==> src/hdl/amb_pkg.sv <==
// Package for the audio meter ballistics unit: item, result, config and state types.
// Also holds register indexes, reset values and the controller state enum. No dependencies.
package amb_pkg;

  localparam int CFG_IDX_W  = 3;
  localparam int CFG_DATA_W = 24;

  // Q8.8 dB code that stands for minus infinity
  localparam logic signed [15:0] SILENCE = 16'sh8000;

  localparam logic [CFG_IDX_W-1:0] REG_PEAK_DECAY = 3'd0;
  localparam logic [CFG_IDX_W-1:0] REG_PEAK_HOLD  = 3'd1;
  localparam logic [CFG_IDX_W-1:0] REG_INPUT_HOLD = 3'd2;
  localparam logic [CFG_IDX_W-1:0] REG_AVG_GAIN   = 3'd3;
  localparam logic [CFG_IDX_W-1:0] REG_FLOOR      = 3'd4;

  localparam logic [23:0]        PEAK_DECAY_RST = 24'd1343;
  localparam logic [15:0]        PEAK_HOLD_RST  = 16'd20000;
  localparam logic [15:0]        INPUT_HOLD_RST = 16'd1000;
  localparam logic [15:0]        AVG_GAIN_RST   = 16'd216;
  localparam logic signed [15:0] FLOOR_RST      = -16'sd15360;

  typedef struct packed {
    logic              action;
    logic [2:0]        channel;
    logic signed [15:0] magnitude_db;
    logic signed [15:0] peak_db;
    logic signed [15:0] input_peak_db;
    logic [31:0]       now_ms;
    logic [9:0]        elapsed_ms;
  } amb_in_t;

  typedef struct packed {
    logic [2:0]         out_channel;
    logic signed [15:0] shown_peak;
    logic signed [15:0] shown_peak_hold;
    logic signed [15:0] shown_input_hold;
    logic signed [15:0] shown_average;
  } amb_out_t;

  typedef struct packed {
    logic [23:0]        peak_decay_per_ms;
    logic [15:0]        peak_hold_ms;
    logic [15:0]        input_hold_ms;
    logic [15:0]        average_gain;
    logic signed [15:0] floor_level;
  } amb_cfg_t;

  typedef struct packed {
    logic signed [15:0] peak_level;
    logic signed [15:0] hold_level;
    logic [31:0]        hold_stamp;
    logic signed [15:0] input_hold_level;
    logic [31:0]        input_hold_stamp;
    logic signed [15:0] average_level;
  } amb_entry_t;

  localparam amb_entry_t ENTRY_RESET = '{
    peak_level:       SILENCE,
    hold_level:       SILENCE,
    hold_stamp:       32'd0,
    input_hold_level: SILENCE,
    input_hold_stamp: 32'd0,
    average_level:    SILENCE
  };

  typedef enum logic [2:0] {
    ST_IDLE,
    ST_READ,
    ST_MUL,
    ST_ROUND,
    ST_WRITE
  } amb_state_e;

endpackage

==> src/hdl/amb_state_ram.sv <==
// Per-channel meter state memory: one write port, one read port, registered read data.
// Depends on amb_pkg for the entry type.
module amb_state_ram import amb_pkg::*; #(
  parameter int DEPTH = 8,
  parameter int AW    = 3
) (
  input  logic            clk_i,
  input  logic            rd_en_i,
  input  logic [AW-1:0]   rd_addr_i,
  output amb_entry_t      rd_data_o,
  input  logic            wr_en_i,
  input  logic [AW-1:0]   wr_addr_i,
  input  amb_entry_t      wr_data_i
);

  amb_entry_t mem [DEPTH];
  amb_entry_t rd_data_q;

  always_ff @(posedge clk_i) begin
    if (wr_en_i) begin
      mem[wr_addr_i] <= wr_data_i;
    end
  end

  always_ff @(posedge clk_i) begin
    if (rd_en_i) begin
      rd_data_q <= mem[rd_addr_i];
    end
  end

  assign rd_data_o = rd_data_q;

endmodule

==> src/hdl/amb_cfg_regs.sv <==
// Configuration register file of the meter ballistics unit.
// Depends on amb_pkg for the register indexes and the config struct.
module amb_cfg_regs import amb_pkg::*; (
  input  logic                  clk_i,
  input  logic                  rst_ni,
  input  logic                  cfg_valid_i,
  output logic                  cfg_ready_o,
  input  logic [CFG_IDX_W-1:0]  cfg_index_i,
  input  logic [CFG_DATA_W-1:0] cfg_data_i,
  output amb_cfg_t              cfg_o
);

  amb_cfg_t cfg_q;

  assign cfg_ready_o = 1'b1;

  always_ff @(posedge clk_i or negedge rst_ni) begin
    if (!rst_ni) begin
      cfg_q.peak_decay_per_ms <= PEAK_DECAY_RST;
      cfg_q.peak_hold_ms      <= PEAK_HOLD_RST;
      cfg_q.input_hold_ms     <= INPUT_HOLD_RST;
      cfg_q.average_gain      <= AVG_GAIN_RST;
      cfg_q.floor_level       <= FLOOR_RST;
    end else if (cfg_valid_i) begin
      case (cfg_index_i)
        REG_PEAK_DECAY: cfg_q.peak_decay_per_ms <= cfg_data_i;
        REG_PEAK_HOLD:  cfg_q.peak_hold_ms      <= cfg_data_i[15:0];
        REG_INPUT_HOLD: cfg_q.input_hold_ms     <= cfg_data_i[15:0];
        REG_AVG_GAIN:   cfg_q.average_gain      <= cfg_data_i[15:0];
        REG_FLOOR:      cfg_q.floor_level       <= $signed(cfg_data_i[15:0]);
        default: begin
          // drop writes to unknown registers
        end
      endcase
    end
  end

  assign cfg_o = cfg_q;

endmodule

==> src/hdl/audio_meter_ballistics_unit.sv <==
// Top level of the audio meter ballistics unit: controller, datapath and valid bits.
// Depends on amb_pkg, amb_cfg_regs and amb_state_ram.
//
// Each transaction updates or clears one channel's meter state and yields one result with
// the channel's shown levels. Items are handled one at a time. The state RAM is read at
// acceptance, and a result is loaded into the output register once the item has passed
// the first products, gain product, rounding and write-back. The next item is accepted in
// the cycle after that, so no item starts before the last one has left write-back. A stalled
// result holds the next item in write-back. The output register lets a new item start while
// the previous result waits. Channel state comes out of reset as silence through per-channel
// valid bits, so no clearing pass runs.
module audio_meter_ballistics_unit import amb_pkg::*; #(
  parameter int CHANNELS = 8
) (
  input  logic                  clk_i,
  input  logic                  rst_ni,
  input  logic                  in_valid_i,
  output logic                  in_stall_o,
  input  amb_in_t               in_item_i,
  output logic                  out_valid_o,
  input  logic                  out_stall_i,
  output amb_out_t              out_item_o,
  input  logic                  cfg_valid_i,
  output logic                  cfg_ready_o,
  input  logic [CFG_IDX_W-1:0]  cfg_index_i,
  input  logic [CFG_DATA_W-1:0] cfg_data_i
);

  localparam int CH_W = (CHANNELS > 1) ? $clog2(CHANNELS) : 1;

  localparam logic signed [28:0] PEAK_MIN = -29'sd32768;

  amb_cfg_t   cfg;
  amb_state_e state_q, state_d;

  logic       in_accept;
  logic       rd_en, wr_en, out_load, out_free;

  amb_in_t           item_q;
  logic [CH_W-1:0]   addr_q;
  logic              in_range_q;
  logic [CHANNELS-1:0] valid_q;

  amb_entry_t ram_rdata, rd_entry, entry_q, wr_entry;

  logic [33:0]        decay_prod_q;
  logic signed [27:0] diff_el_q;
  logic signed [16:0] diff;
  logic signed [44:0] avg_prod_q;
  logic signed [29:0] avg_step_q, avg_step_d;

  logic signed [15:0] peak_new_q, peak_new_d;
  logic signed [15:0] hold_new_q, hold_new_d;
  logic [31:0]        stamp_new_q, stamp_new_d;
  logic signed [15:0] ihold_new_q, ihold_new_d;
  logic [31:0]        istamp_new_q, istamp_new_d;
  logic signed [15:0] avg_new;

  logic               out_valid_q;
  amb_out_t           out_item_q, out_item_d;

  amb_cfg_regs u_amb_cfg_regs (
    .clk_i       (clk_i),
    .rst_ni      (rst_ni),
    .cfg_valid_i (cfg_valid_i),
    .cfg_ready_o (cfg_ready_o),
    .cfg_index_i (cfg_index_i),
    .cfg_data_i  (cfg_data_i),
    .cfg_o       (cfg)
  );

  amb_state_ram #(
    .DEPTH (CHANNELS),
    .AW    (CH_W)
  ) u_amb_state_ram (
    .clk_i     (clk_i),
    .rd_en_i   (rd_en),
    .rd_addr_i (CH_W'(in_item_i.channel)),
    .rd_data_o (ram_rdata),
    .wr_en_i   (wr_en),
    .wr_addr_i (addr_q),
    .wr_data_i (wr_entry)
  );

  // ---------------- controller ----------------
  assign out_free  = !out_valid_q || !out_stall_i;
  assign in_accept = in_valid_i && !in_stall_o;

  always_comb begin
    state_d = state_q;
    case (state_q)
      ST_IDLE:  if (in_valid_i) state_d = ST_READ;
      ST_READ:  state_d = ST_MUL;
      ST_MUL:   state_d = ST_ROUND;
      ST_ROUND: state_d = ST_WRITE;
      ST_WRITE: if (out_free) state_d = ST_IDLE;
      default:  state_d = ST_IDLE;
    endcase
  end

  always_comb begin
    in_stall_o = 1'b1;
    rd_en      = 1'b0;
    out_load   = 1'b0;
    case (state_q)
      ST_IDLE: begin
        in_stall_o = 1'b0;
        rd_en      = in_valid_i;
      end
      ST_WRITE: out_load = out_free;
      default: begin
        in_stall_o = 1'b1;
      end
    endcase
  end

  // write back only updates of channels that exist; clears just drop the valid bit
  assign wr_en = out_load && in_range_q && !item_q.action;

  always_ff @(posedge clk_i or negedge rst_ni) begin
    if (!rst_ni) begin
      state_q     <= ST_IDLE;
      valid_q     <= '0;
      out_valid_q <= 1'b0;
    end else begin
      state_q <= state_d;
      if (out_load && in_range_q) begin
        valid_q[addr_q] <= !item_q.action;
      end
      if (out_load) begin
        out_valid_q <= 1'b1;
      end else if (!out_stall_i) begin
        out_valid_q <= 1'b0;
      end
    end
  end

  // ---------------- accept ----------------
  always_ff @(posedge clk_i) begin
    if (in_accept) begin
      item_q     <= in_item_i;
      addr_q     <= CH_W'(in_item_i.channel);
      in_range_q <= (int'(in_item_i.channel) < CHANNELS);
    end
  end

  // ---------------- read stage: first products ----------------
  assign rd_entry = (in_range_q && valid_q[addr_q]) ? ram_rdata : ENTRY_RESET;
  assign diff     = $signed({item_q.magnitude_db[15], item_q.magnitude_db})
                  - $signed({rd_entry.average_level[15], rd_entry.average_level});

  always_ff @(posedge clk_i) begin
    if (state_q == ST_READ) begin
      entry_q      <= rd_entry;
      decay_prod_q <= 34'(cfg.peak_decay_per_ms) * 34'(item_q.elapsed_ms);
      diff_el_q    <= 28'(diff) * 28'($signed({1'b0, item_q.elapsed_ms}));
    end
  end

  // ---------------- multiply stage: gain product, peak and holds ----------------
  logic [34:0]        decay_rnd;
  logic signed [28:0] peak_dec, peak_v, peak_lo;

  assign decay_rnd = {1'b0, decay_prod_q} + 35'd128;
  assign peak_dec  = $signed({{13{entry_q.peak_level[15]}}, entry_q.peak_level})
                   - $signed({2'b00, decay_rnd[34:8]});
  assign peak_lo   = item_q.peak_db[15]
                   ? $signed({{13{item_q.peak_db[15]}}, item_q.peak_db}) : 29'sd0;

  always_comb begin
    peak_v = peak_dec;
    if (peak_v > 29'sd0) peak_v = 29'sd0;
    if (item_q.peak_db != SILENCE && peak_v < peak_lo) peak_v = peak_lo;
    if (peak_v < PEAK_MIN) peak_v = PEAK_MIN;
    if (item_q.peak_db >= entry_q.peak_level) begin
      peak_new_d = item_q.peak_db;
    end else begin
      peak_new_d = peak_v[15:0];
    end
  end

  always_comb begin
    hold_new_d  = entry_q.hold_level;
    stamp_new_d = entry_q.hold_stamp;
    if (item_q.peak_db >= entry_q.hold_level || entry_q.hold_level == SILENCE
        || (item_q.now_ms - entry_q.hold_stamp) > {16'd0, cfg.peak_hold_ms}) begin
      hold_new_d  = item_q.peak_db;
      stamp_new_d = item_q.now_ms;
    end
    ihold_new_d  = entry_q.input_hold_level;
    istamp_new_d = entry_q.input_hold_stamp;
    if (item_q.input_peak_db >= entry_q.input_hold_level
        || entry_q.input_hold_level == SILENCE
        || (item_q.now_ms - entry_q.input_hold_stamp) > {16'd0, cfg.input_hold_ms}) begin
      ihold_new_d  = item_q.input_peak_db;
      istamp_new_d = item_q.now_ms;
    end
  end

  always_ff @(posedge clk_i) begin
    if (state_q == ST_MUL) begin
      avg_prod_q   <= 45'(diff_el_q) * 45'($signed({1'b0, cfg.average_gain}));
      peak_new_q   <= peak_new_d;
      hold_new_q   <= hold_new_d;
      stamp_new_q  <= stamp_new_d;
      ihold_new_q  <= ihold_new_d;
      istamp_new_q <= istamp_new_d;
    end
  end

  // ---------------- round stage: average step, halves away from zero ----------------
  logic [44:0] avg_mag, avg_rnd;

  assign avg_mag = avg_prod_q[44] ? 45'(-avg_prod_q) : 45'(avg_prod_q);
  assign avg_rnd = avg_mag + 45'd32768;
  assign avg_step_d = avg_prod_q[44] ? -$signed({1'b0, avg_rnd[44:16]})
                                     :  $signed({1'b0, avg_rnd[44:16]});

  always_ff @(posedge clk_i) begin
    if (state_q == ST_ROUND) begin
      avg_step_q <= avg_step_d;
    end
  end

  // ---------------- write stage: average clamp, write-back, result ----------------
  logic signed [30:0] avg_sum, avg_v, floor_ext;

  assign avg_sum   = $signed({{15{entry_q.average_level[15]}}, entry_q.average_level})
                   + $signed({avg_step_q[29], avg_step_q});
  assign floor_ext = $signed({{15{cfg.floor_level[15]}}, cfg.floor_level});

  always_comb begin
    avg_v = avg_sum;
    if (avg_v < floor_ext) avg_v = floor_ext;
    if (avg_v > 31'sd0) avg_v = 31'sd0;
    if (entry_q.average_level == SILENCE) begin
      avg_new = item_q.magnitude_db;
    end else if (item_q.magnitude_db == SILENCE) begin
      avg_new = cfg.floor_level;
    end else begin
      avg_new = avg_v[15:0];
    end
  end

  always_comb begin
    wr_entry.peak_level       = peak_new_q;
    wr_entry.hold_level       = hold_new_q;
    wr_entry.hold_stamp       = stamp_new_q;
    wr_entry.input_hold_level = ihold_new_q;
    wr_entry.input_hold_stamp = istamp_new_q;
    wr_entry.average_level    = avg_new;
  end

  always_comb begin
    out_item_d.out_channel = item_q.channel;
    if (!in_range_q || item_q.action) begin
      out_item_d.shown_peak       = SILENCE;
      out_item_d.shown_peak_hold  = SILENCE;
      out_item_d.shown_input_hold = SILENCE;
      out_item_d.shown_average    = SILENCE;
    end else begin
      out_item_d.shown_peak       = peak_new_q;
      out_item_d.shown_peak_hold  = hold_new_q;
      out_item_d.shown_input_hold = ihold_new_q;
      out_item_d.shown_average    = avg_new;
    end
  end

  always_ff @(posedge clk_i) begin
    if (out_load) begin
      out_item_q <= out_item_d;
    end
  end

  assign out_valid_o = out_valid_q;
  assign out_item_o  = out_item_q;

endmodule

==> config.mk <==
export PLATFORM = sky130hd
export DESIGN_NAME = audio_meter_ballistics_unit
export DESIGN_NICKNAME = d
export VERILOG_FILES = /design/src/hdl/amb_pkg.sv /design/src/hdl/amb_state_ram.sv /design/src/hdl/amb_cfg_regs.sv /design/src/hdl/audio_meter_ballistics_unit.sv
export SDC_FILE = /design/constraint.sdc
export NUM_CORES = 2
export LEC_CHECK = 0
export ABC_CLOCK_PERIOD_IN_PS = 27300
export BUFFER_PORTS_ARGS = -buffer_cell sky130_fd_sc_hd__buf_2
export CAP_MARGIN = 20
export CORE_MARGIN = 4
export CORE_UTILIZATION = 50
export CTS_CLUSTER_SIZE = 30
export DETAILED_ROUTE_END_ITERATION = 8
export PLACE_DENSITY = 0.66
export SYNTH_ARGS = -nofsm -noshare
export SYNTH_HDL_FRONTEND = slang
export SYNTH_HIERARCHICAL = 1
export SYNTH_SLANG_ARGS = --single-unit
==> constraint.sdc <==
create_clock -name clk_i -period 27.3 [get_ports clk_i]
set_input_delay 5.46 -clock clk_i [delete_from_list [all_inputs] [get_ports clk_i]]
set_output_delay 5.46 -clock clk_i [all_outputs]
set_load 0.005 [all_outputs]
==> summary.txt <==
Area Overhead vs Synth: 9.32%
final hold vios: 0
EDFF count, synth: 1683
Synth top area share: 0.464
Critical Path AT: 10940 ps
Wirelength per Cell: 24.3 um
worst path bufs/invs: 1
global-route wire length before repair: 420000 um
Initial Utilization: 0.505
Setup Skew: 88.8 ps
CTS Hold Bufs: 0
# fillers: 17504
main flop type after synthesis: edfxtp_1
max_cap viols: 0
CP Capture Point: diff_el_q[24]
setup TNS: 0 ps
Vias/cell: 5.82
Synth area leaders: edfxtp_1, fa_1, ha_1
Worst path max stage delay: 860 ps
R2R cell count: 32
count of cell types in the netlist: 109
Seq cells post-synth: 1783
Cell Area, Synth: 109000 um^2
crit-path leading delay family: compound AO/OA/AOI/OAI gates
Yosys top cell by area: edfxtp_1
H-tree depth: 4
CTS sink count: 1783
# resized after CTS: 0
drt initial violations: 5406
Final ANT Viol Nets: 0
clk_lat worst skew: 850 ps
Die ar.: 225000 um^2
Post-Syn Area per Cell: 13.3 um^2
Async SR Flop Fraction: 0.0561
Critical Path Sink Type: register
core region area: 215000 um^2
RSZ-0062 raised after global routing: false
most common cell after layout, fill and taps aside: edfxtp_1
worst r2r dst: diff_el_q[24]
io pins: 196
pin count of the biggest net entering global routing: 135
Final Cycle Share: 0.381
Required @ worst endpoint: 27840 ps
worst slew pin tran: 1170 ps
Clock Path Buffers: 3
total CTS buffers: 184
worst hold path type: reg -> reg
clock transition at the registers of the reported paths: 60 ps
die extent in y: 475 um
clk root buf: clkbuf_16
worst-path fanout max: 28
status: completed
Final min period: 10400 ps
layout cells sized above 1: 0.133
setup bufs post-CTS: 0
total wire length: 275000 um
Finish-stage setup viols: 0
routability cong.: 0.909
# nets final: 9752
worst reg-to-reg setup slack: 16900 ps
GRT Overall Usage: 0.246
Syn Inst Count: 8181
PortBufs: 194
Slew HR: 0.217
max-slew violation count: 0
Crit path depth: 32
Placement Rows: 170
CP Class: reg -> reg
Startpoint Class: register
CTS tree: done
Vias: 66082
number of global-route vias before repair: 69347
syn nets: 9587
post-DP HPWL: 185000 um
FF-to-FF Start: addr_q[0]
global route total overflow: 0
YS warnings: 6
1st-pass router iterations: 6
Fmax: 0.0961 GHz
Seq/Total Area, Yosys: 0.488
DRC: 0
most frequent cells in the layout: edfxtp_1, inv_1, fa_1, nand2_1, ha_1
Die W: 475 um
antenna violations before repair: 19
Critical-path top delay cell: xor2_1
CP Launch Point: addr_q[0]
-- per-stage QoR --
step                 util  std cells  hold slack, ps  setup WS, ps  instance area, um^2
finish              0.552      11352             492         16900               119000
global placement    0.523      10993             459         17240               113000
global route        0.552      11345             521         16320               119000
floorplan               -       8181             445          8520               109000
detailed placement  0.523      10994             475         17040               113000
CTS                 0.552      11338             495         16900               119000
-- Yosys cell counts (141+ instances only) --
| master | instances |
|---|---|
| ha_1 | 516 |
| o21ai_0 | 141 |
| inv_1 | 1034 |
| xnor2_1 | 176 |
| and2_1 | 483 |
| fa_1 | 764 |
| nor2_1 | 275 |
| nand2_1 | 712 |
| edfxtp_1 | 1683 |
| clkbuf_1 | 226 |
| a21oi_1 | 209 |
| mux2_2 | 258 |
| mux4_2 | 186 |
-- cells by family after synthesis --
| group | share of synthesized area |
|---|---|
| AND/OR/NAND/NOR | 0.0944 |
| flip-flops | 0.488 |
| buffers and inverters | 0.0514 |
| adder cells (fa/ha/maj) | 0.200 |
| AO/OA/AOI/OAI | 0.0545 |
| multiplexers | 0.0899 |
| XOR/XNOR | 0.0221 |
| other | 0.0000345 |
-- how the worst min path moves through the flow --
stage | cells after the start | slack (ps) | to | startpoint
4_1_cts | 1 | 490 | entry_q[94] | u_amb_state_ram/rd_data_o[94]
5_1_grt | 1 | 520 | u_amb_cfg_regs/cfg_o[54] | u_amb_cfg_regs/cfg_o[54]
3_3_place_gp | 2 | 460 | valid_q[7] | valid_q[7]
3_5_place_dp | 1 | 470 | u_amb_cfg_regs/cfg_o[55] | u_amb_cfg_regs/cfg_o[55]
2_1_floorplan | 2 | 440 | valid_q[7] | valid_q[7]
6_report | 1 | 490 | u_amb_cfg_regs/cfg_o[55] | u_amb_cfg_regs/cfg_o[55]
-- final cells by class --
cell class / count / area, um^2 / share of cell area
Sequential cell: 1783 / 53100 / 0.446
Timing Repair Buffer: 300 / 1880 / 0.0158
Clock inverter: 124 / 1450 / 0.0122
Tap cell: 2838 / 3550 / 0.0298
Multi-Input combinational cell: 5043 / 50300 / 0.423
Clock buffer: 220 / 4810 / 0.0405
Inverter: 1034 / 3880 / 0.0326
Antenna cell: 10 / 25.0 / 0.000210
-- metal layers --
layer | track usage | up-vias | routed length (um)
li1 | - | 29094 | -
met1 | 0.324 | 34175 | 112000
met2 | 0.411 | 2200 | 134000
met3 | 0.0395 | 593 | 16700
met4 | 0.100 | 20 | 12900
met5 | 0 | - | 147
-- flip-flops by register name, indices dropped and copies added (netlist names) --
name                       count
addr_q                         3
decay_prod_q                  27
stamp_new_q                   32
istamp_new_q                  32
u_amb_state_ram/mem         1024
hold_new_q                    16
item_q                        91
u_amb_cfg_regs/cfg_o          88
diff_el_q                     28
avg_prod_q                    45
u_amb_state_ram/rd_data_o    128
avg_step_q                    30
ihold_new_q                   16
valid_q                        8
out_item_o                    67
out_valid_o                    1
peak_new_q                    16
entry_q                      128
state_q                        3
Power is left out: the tool's default activity adds up to more than one toggle a clock period on the data nets, which glitch-free logic cannot reach.
